[config.mk]
export PLATFORM = sky130hd
export DESIGN_NAME = isbn10fc_step
export DESIGN_NICKNAME = d
export VERILOG_FILES = /design/src/sv/isbn10fc_pkg.sv /design/src/sv/isbn10fc_step.sv
export SDC_FILE = /design/constraint.sdc
export NUM_CORES = 1
export LEC_CHECK = 0
export BUFFER_PORTS_ARGS = -buffer_cell sky130_fd_sc_hd__buf_2
export CORE_ASPECT_RATIO = 2
export CORE_MARGIN = 3
export CORE_UTILIZATION = 52
export DETAILED_ROUTE_END_ITERATION = 6
export MAX_ROUTING_LAYER = met4
export PLACE_DENSITY = 0.78
export SETUP_SLACK_MARGIN = 0.02
export SKIP_LAST_GASP = 1
export SYNTH_ARGS = -nofsm -noshare
export SYNTH_HDL_FRONTEND = slang
export SYNTH_SLANG_ARGS = --single-unit
[constraint.sdc]
create_clock -name vclk -period 19.2
set_input_delay 2.88 -clock vclk [all_inputs]
set_output_delay 2.88 -clock vclk [all_outputs]
set_load 0.01 [all_outputs]
[src/sv/isbn10fc_pkg.sv]
// Shared types, constants and the mod-11 reduction for the ISBN-10 checker.
// No dependencies.
package isbn10fc_pkg;

    // default string length bound: longer than MAX_LEN-1 characters is rejected
    localparam int         DEF_MAX_LEN = 32;

    localparam logic [7:0] CH_ZERO   = 8'd48;
    localparam logic [7:0] CH_NINE   = 8'd57;
    localparam logic [7:0] CH_HYPHEN = 8'h2D;
    localparam logic [7:0] CH_X      = 8'h58;

    localparam logic [4:0] FIRST_HY_MIN = 5'd1;
    localparam logic [4:0] FIRST_HY_MAX = 5'd5;
    localparam logic [4:0] GAP_MIN      = 5'd2;
    localparam logic [4:0] GAP2_MAX     = 5'd8;
    localparam logic [4:0] GAP3_MAX     = 5'd7;

    localparam logic [4:0] POS_SAT      = 5'd31;
    localparam logic [2:0] HY_SAT       = 3'd4;
    localparam logic [2:0] HY_NEEDED    = 3'd3;
    localparam logic [3:0] SYM_MAX      = 4'd10;
    localparam logic [3:0] SYM_SAT      = 4'd15;
    localparam logic [3:0] WEIGHT_START = 4'd10;
    localparam logic [3:0] X_VALUE      = 4'd10;

    typedef struct packed {
        logic [4:0] char_position;
        logic [2:0] hyphen_count;
        logic [4:0] previous_hyphen_position;
        logic       previous_was_hyphen;
        logic       syntax_error;
        logic [3:0] digit_weight;
        logic [3:0] symbol_count;
        logic [3:0] sum_mod_eleven;
    } state_t;

    localparam state_t STATE_RESET = '{
        char_position:            5'd0,
        hyphen_count:             3'd0,
        previous_hyphen_position: 5'd0,
        previous_was_hyphen:      1'b0,
        syntax_error:             1'b0,
        digit_weight:             WEIGHT_START,
        symbol_count:             4'd0,
        sum_mod_eleven:           4'd0
    };

    typedef struct packed {
        logic syntax_ok;
        logic checksum_ok;
        logic valid_res;
    } result_t;

    // reduce 0..127 mod 11 by conditional subtracts of 88, 44, 22, 11
    function automatic logic [3:0] mod11(input logic [6:0] v);
        logic [6:0] r;
        r = v;
        if (r >= 7'd88) r = r - 7'd88;
        if (r >= 7'd44) r = r - 7'd44;
        if (r >= 7'd22) r = r - 7'd22;
        if (r >= 7'd11) r = r - 7'd11;
        return r[3:0];
    endfunction

endpackage

[src/sv/isbn10fc_step.sv]
// One character step of the ISBN-10 checker: next state and end-of-string result.
// Depends on isbn10fc_pkg.
module isbn10fc_step
    import isbn10fc_pkg::*;
#(
    parameter int MAX_LEN = DEF_MAX_LEN
)
(
    input  state_t     st,
    input  logic [7:0] ch,
    input  logic       last,
    output state_t     st_next,
    output result_t    res
);

    // strings longer than MAX_LEN-1 characters are rejected
    localparam logic [6:0] LEN_LIMIT = 7'(MAX_LEN - 1);

    logic       is_digit;
    logic       is_hy;
    logic       is_x;
    logic       err;
    logic [4:0] gap;
    logic [6:0] prod;
    logic [6:0] sum_wide;
    logic       syn;
    state_t     upd;

    assign is_digit = (ch >= CH_ZERO) && (ch <= CH_NINE);
    assign is_hy    = (ch == CH_HYPHEN);
    assign is_x     = (ch == CH_X);
    assign gap      = st.char_position - st.previous_hyphen_position;
    // '0' is 0x30, so the low nibble is the digit value
    assign prod     = 7'(ch[3:0]) * 7'(st.digit_weight);

    always_comb
    begin
        upd      = st;
        err      = st.syntax_error;
        sum_wide = 7'd0;

        if ((7'({2'b00, st.char_position}) + 7'd1) > LEN_LIMIT) err = 1'b1;
        if (!(is_digit || is_hy || is_x)) err = 1'b1;

        if (is_hy)
        begin
            if (st.previous_was_hyphen) err = 1'b1;
            case (st.hyphen_count)
                3'd0:
                begin
                    if (st.char_position < FIRST_HY_MIN || st.char_position > FIRST_HY_MAX)
                        err = 1'b1;
                end
                3'd1:
                begin
                    if (gap < GAP_MIN || gap > GAP2_MAX) err = 1'b1;
                end
                3'd2:
                begin
                    if (gap < GAP_MIN || gap > GAP3_MAX) err = 1'b1;
                end
                default:
                begin
                    err = 1'b1;
                end
            endcase
            if (st.hyphen_count < HY_SAT) upd.hyphen_count = st.hyphen_count + 3'd1;
            upd.previous_hyphen_position = st.char_position;
            upd.previous_was_hyphen      = 1'b1;
        end
        else
        begin
            if (st.symbol_count >= SYM_MAX) err = 1'b1;
            if (st.symbol_count < SYM_SAT) upd.symbol_count = st.symbol_count + 4'd1;
            if (is_digit)
            begin
                sum_wide = 7'({3'b000, st.sum_mod_eleven}) + prod;
                upd.sum_mod_eleven = mod11(sum_wide);
                if (st.digit_weight != 4'd0) upd.digit_weight = st.digit_weight - 4'd1;
            end
            else if (is_x)
            begin
                sum_wide = 7'({3'b000, st.sum_mod_eleven}) + 7'({3'b000, X_VALUE});
                upd.sum_mod_eleven = mod11(sum_wide);
            end
            upd.previous_was_hyphen = 1'b0;
        end

        if (st.char_position < POS_SAT) upd.char_position = st.char_position + 5'd1;
        upd.syntax_error = err;

        syn = !err && (upd.hyphen_count == HY_NEEDED) && !is_hy
              && ((st.char_position - upd.previous_hyphen_position) == 5'd1);
        res.syntax_ok   = syn;
        res.checksum_ok = syn && (upd.sum_mod_eleven == 4'd0);
        res.valid_res   = syn && (upd.sum_mod_eleven == 4'd0);

        // a finished string leaves the checker ready for the next one
        st_next = last ? STATE_RESET : upd;
    end

endmodule

== After elaboration in Yosys (flattened, before gate mapping) ==
Index checks and enable logic that the tools add are counted.

* Register bits: 0
* Input port bits: 36
* Output and inout bits: 30
* Word-level logic and storage cells: 102

* Add/sub/neg operators: 17
* $mul: 1
* $lt $le $gt $ge: 20
* Equal/unequal tests: 6
* Mux-type cells: 43
* Reductions and logical operators: 15

{| class="wikitable"
|+ Operators with widths
! cell !! number
|-
| 2-to-1 mux 7 bit || 21
|-
| 2-to-1 mux 4 bit || 7
|-
| 2-to-1 mux 27 bit || 1
|-
| >= comparator 7 x 4 -> 1 bit, second input constant || 2
|-
| >= comparator 7 x 5 -> 1 bit, second input constant || 2
|-
| >= comparator 7 x 6 -> 1 bit, second input constant || 2
|-
| subtractor 7 x 5 -> 7 bit, second input constant || 2
|-
| subtractor 7 x 6 -> 7 bit, second input constant || 2
|-
| 2-to-1 mux 12 bit || 1
|-
| greater-than comparator 5 x 3 -> 1 bit, second input constant || 2
|-
| subtractor 5 bit || 2
|-
| 2-to-1 mux 1 bit || 9
|-
| == test 8 x 6 -> 1 bit, second input constant || 1
|-
| == test 8 x 7 -> 1 bit, second input constant || 1
|-
| >= comparator 8 x 6 -> 1 bit, second input constant || 1
|-
| less-or-equal comparator 8 x 6 -> 1 bit, second input constant || 1
|-
| 2-to-1 mux 8 bit || 1
|-
| subtractor 4 bit, second input constant || 2
|-
| adder 4 x 7 -> 7 bit || 1
|-
| >= comparator 5 x 7 -> 1 bit, second input constant || 1
|-
| >= comparator 7 bit, second input constant || 1
|-
| multiplier 4 x 4 -> 7 bit || 1
|-
| subtractor 5 x 7 -> 7 bit, second input constant || 1
|-
| subtractor 7 bit, second input constant || 1
|-
| 26 further kinds || 36
|}

== Logic depth before layout (Yosys ltp) ==
* Depth in word-level cells: 23
* Gate-level depth with buffers: 34
* Gate-level depth less buffers: 33

== Worst setup path before layout ==
Ideal clock, no wire load.

* Kind: input -> output
* Start: input port st[11] (netlist name)
* End: output port res[1] (netlist name)
* Arrival time: 9.075 ns
* Required time: 16.320 ns
* Path slack: 7.245 ns
* Cell stages on the path: 29
* Path buffers: 1
* Cells stage by stage: nand2_1 > fa_1 > fa_1 > inv_1 > fa_1 > ha_1 > a211oi_1 > nor2_1 > ha_1 > nor4_1 > nor2_1 > a21o_1 > nand2_1 > inv_1 > ha_1 > a21oi_1 > a32o_1 > or2_1 > a21oi_2 > nor2_1 > a21oi_1 > ha_1 > inv_1 > nand3_1 > a2111oi_0 > a21o_1 > a211oi_2 > and4b_1 > buf_4

{| class="wikitable"
|+ RTL lines
! item !! RTL line !! source
|-
| from (decl) || isbn10fc_step.sv:9 || <nowiki>input state_t st,</nowiki>
|-
| to (decl) || isbn10fc_step.sv:13 || <nowiki>output result_t res</nowiki>
|}

==> impl_metrics.ini <==
[synth]
yosysTopAreaCell = ha_1
yosys.area_share.simple_pct = 28.5
synth_compound_area_share_pct = 33.3
ys_types = 74
syn_area_um2 = 2800
synth_cells = 393
synth_area_leaders = ha_1 (17%), fa_1 (5.7%), nor2_1 (5.5%)
yosys_warnings = 0
ys_seq_area_share_pct = 0
syn_nets = 476
yosysMostFrequentCell = nor2_1
synth_mux_area_share_pct = 2.19
synth_fa_ha_area_share_pct = 23.1
netlist_top_cells_count = nor2_1 (41), ha_1 (39), nand2_1 (38)
synth_xor_area_share_pct = 6.92
synth_top_area_share_pct = 17.4
synth_top_family_by_area = compound AO/OA/AOI/OAI gates
avgSynthCellArea_um2 = 7.13

[global_routing]
gr-usage-all-layers_pct = 26.3
grt_pass1_vias = 3164
grt_first_pass_wirelength_um = 13400
grt_max_degree = 28
antenna_found_initial = 0
grt_overflow = 0

[detailed_routing]
drc = 0
first_pass_iters = 4
wl_per_cell_um = 16.0
wl_met2_um = 4720
wl_met1_um = 2800
antenna_left = 0
maxUsedRoutingLayer = met4
drt_wl_total_um = 8090
route.met3.wl_um = 236
dr_total_vias = 3169
drt_iter0_markers = 139
viasPerCell = 6.26

[sta]
finalHoldViolCount = 0
fmax_mhz = 77.6
rsz0062_at_grt = false
tns_ns = 0
setup_viol = 0
post-route-min-period_ns = 12.89
min_period_over_period_pct = 67.1
tightestPinTransition_ns = 0.787
slew_headroom_pct = 47.3
finalMaxSlewViolations = 0

[critical_path]
critPathLaunch = st[11]
worstSetupEndpointType = output pin
crit_buf_inv = 5
crit_fanout = 8
crit_path_end = res[0]
crit_arrival_ns = 10.01
cp.depth = 32
crit_family = adder cells
crit_type = input pin to output pin
max_stage_delay_ns = 0.55
cp-start-kind = input pin
worstPathRequired_ns = 16.32
crit_path_top_delay_cell = fa_1

[cells_and_area]
n_antenna_cell = 0
finalNonFillerCells = 506
fin_area_um2 = 3160
fin_nets = 533
clock_buffers = 0
synthToLayoutAreaGrowth_pct = 12.8
seqCellArea_um2 = 0
seq_cells = 0
nFillCells = 509
drive_above_1_share_pct = 19.6

[clock_tree]
cts_resized = 0
post_cts_buffers = 0
holdBufCountCts = 0

[run_status]
outcome = finished, final reports clean

[placed_design]
hpwl_um = 6890
port_buffers = 66
placed_area_um2 = 3160
place_inst = 506
gp_congestion = 0.959

[flow_run]
drv_cap = 0

[pwr]
cellLeakagePower_nw = 1.54
peakVddDrop_uv = 132
p_per_area_nw_per_um2 = 117

[floorplan]
design.die.area_um2 = 6360
fp.coreArea_um2 = 5180
die_x_um = 57.9
std_cell_rows = 37
initial_core_util_pct = 54.0
die_h_um = 110
io_pins = 66

[worst_hold_path]
min_path_type = input pin to output pin
per-layer routing:
| layer | track usage, % | vias up |
|---|---|---|
| met5 | - | - |
| met4 | 8.29 | 0 |
| met3 | 0.705 | 24 |
| met2 | 56.0 | 90 |
| met1 | 23.5 | 1488 |
| li1 | - | 1567 |
layout by cell type, fill, tap and decap left out, types with 3 or more instances in the layout:
| master | netlist | routed |
|---|---|---|
| nor2b_1 | 4 | 4 |
| o211ai_1 | 4 | 4 |
| a211o_1 | 4 | 4 |
| nor3_1 | 13 | 13 |
| nand2b_1 | 5 | 5 |
| xnor2_1 | 9 | 9 |
| a31oi_1 | 8 | 8 |
| nor2_1 | 41 | 41 |
| ha_1 | 39 | 39 |
| o21bai_1 | 4 | 4 |
| nor4_1 | 5 | 5 |
| buf_2 | 0 | 66 |
| nand4b_1 | 3 | 3 |
| nand2_1 | 38 | 38 |
| a21o_1 | 11 | 11 |
| a21oi_1 | 26 | 26 |
| and3_1 | 6 | 6 |
| or4_1 | 3 | 3 |
| nand3_1 | 9 | 9 |
| fa_1 | 8 | 8 |
| nor4bb_1 | 3 | 3 |
| and2_1 | 12 | 12 |
| nand4_1 | 3 | 3 |
| o2111ai_1 | 3 | 3 |
| o21a_1 | 5 | 5 |
| mux2i_1 | 5 | 5 |
| xor2_1 | 5 | 5 |
| or2_1 | 3 | 3 |
| inv_1 | 31 | 31 |
| a211oi_1 | 5 | 5 |
| o21ai_0 | 15 | 15 |
cell families (layout without fill, tap and decap cells):
| group | count (synthesis) | in the layout |
|---|---|---|
| muxes | 6 | 6 |
| AOI/OAI and AO/OA | 122 | 122 |
| xor gates and xnor gates | 18 | 18 |
| buffers and inverters | 43 | 98 |
| and+or+nand+nor | 157 | 157 |
| adders and majority gates | 47 | 47 |
worst min-delay path by stage:
stage / startpoint / to / cells past startpoint
finish: st[18] / st_next[18] / 4
global route: st[18] / st_next[18] / 4
CTS: st[18] / st_next[18] / 4
detailed placement: st[18] / st_next[18] / 4
global placement: st[18] / st_next[18] / 4
floorplan: st[22] / st_next[22] / 1
layout make-up:
type,instances,area [um^2],share of cell area [%]
Multi-Input combinational cell,350,2630,83.3
Tap cell,58,72.6,2.30
Inverter,31,116,3.68
Timing Repair Buffer,67,338,10.7
where the power goes:
group | switching, W | internal, W
logic | 0.000227 | 0.000143
clock network | 0 | 0
registers | 0 | 0
metrics by stage:
stage | power, W | hold WS, ns | setup WS (ns) | utilization [%]
floorplan | 0.000291 | 5.84 | 7.25 | -
global placement | 0.000352 | 6.10 | 6.72 | 60.9
detailed placement | 0.000362 | 6.12 | 6.42 | 60.9
CTS | 0.000364 | 6.12 | 6.40 | 60.9
global route | 0.000406 | 6.13 | 5.58 | 60.9
finish | 0.000371 | 6.11 | 6.31 | 60.9
Power figures use the tool's default switching activity.
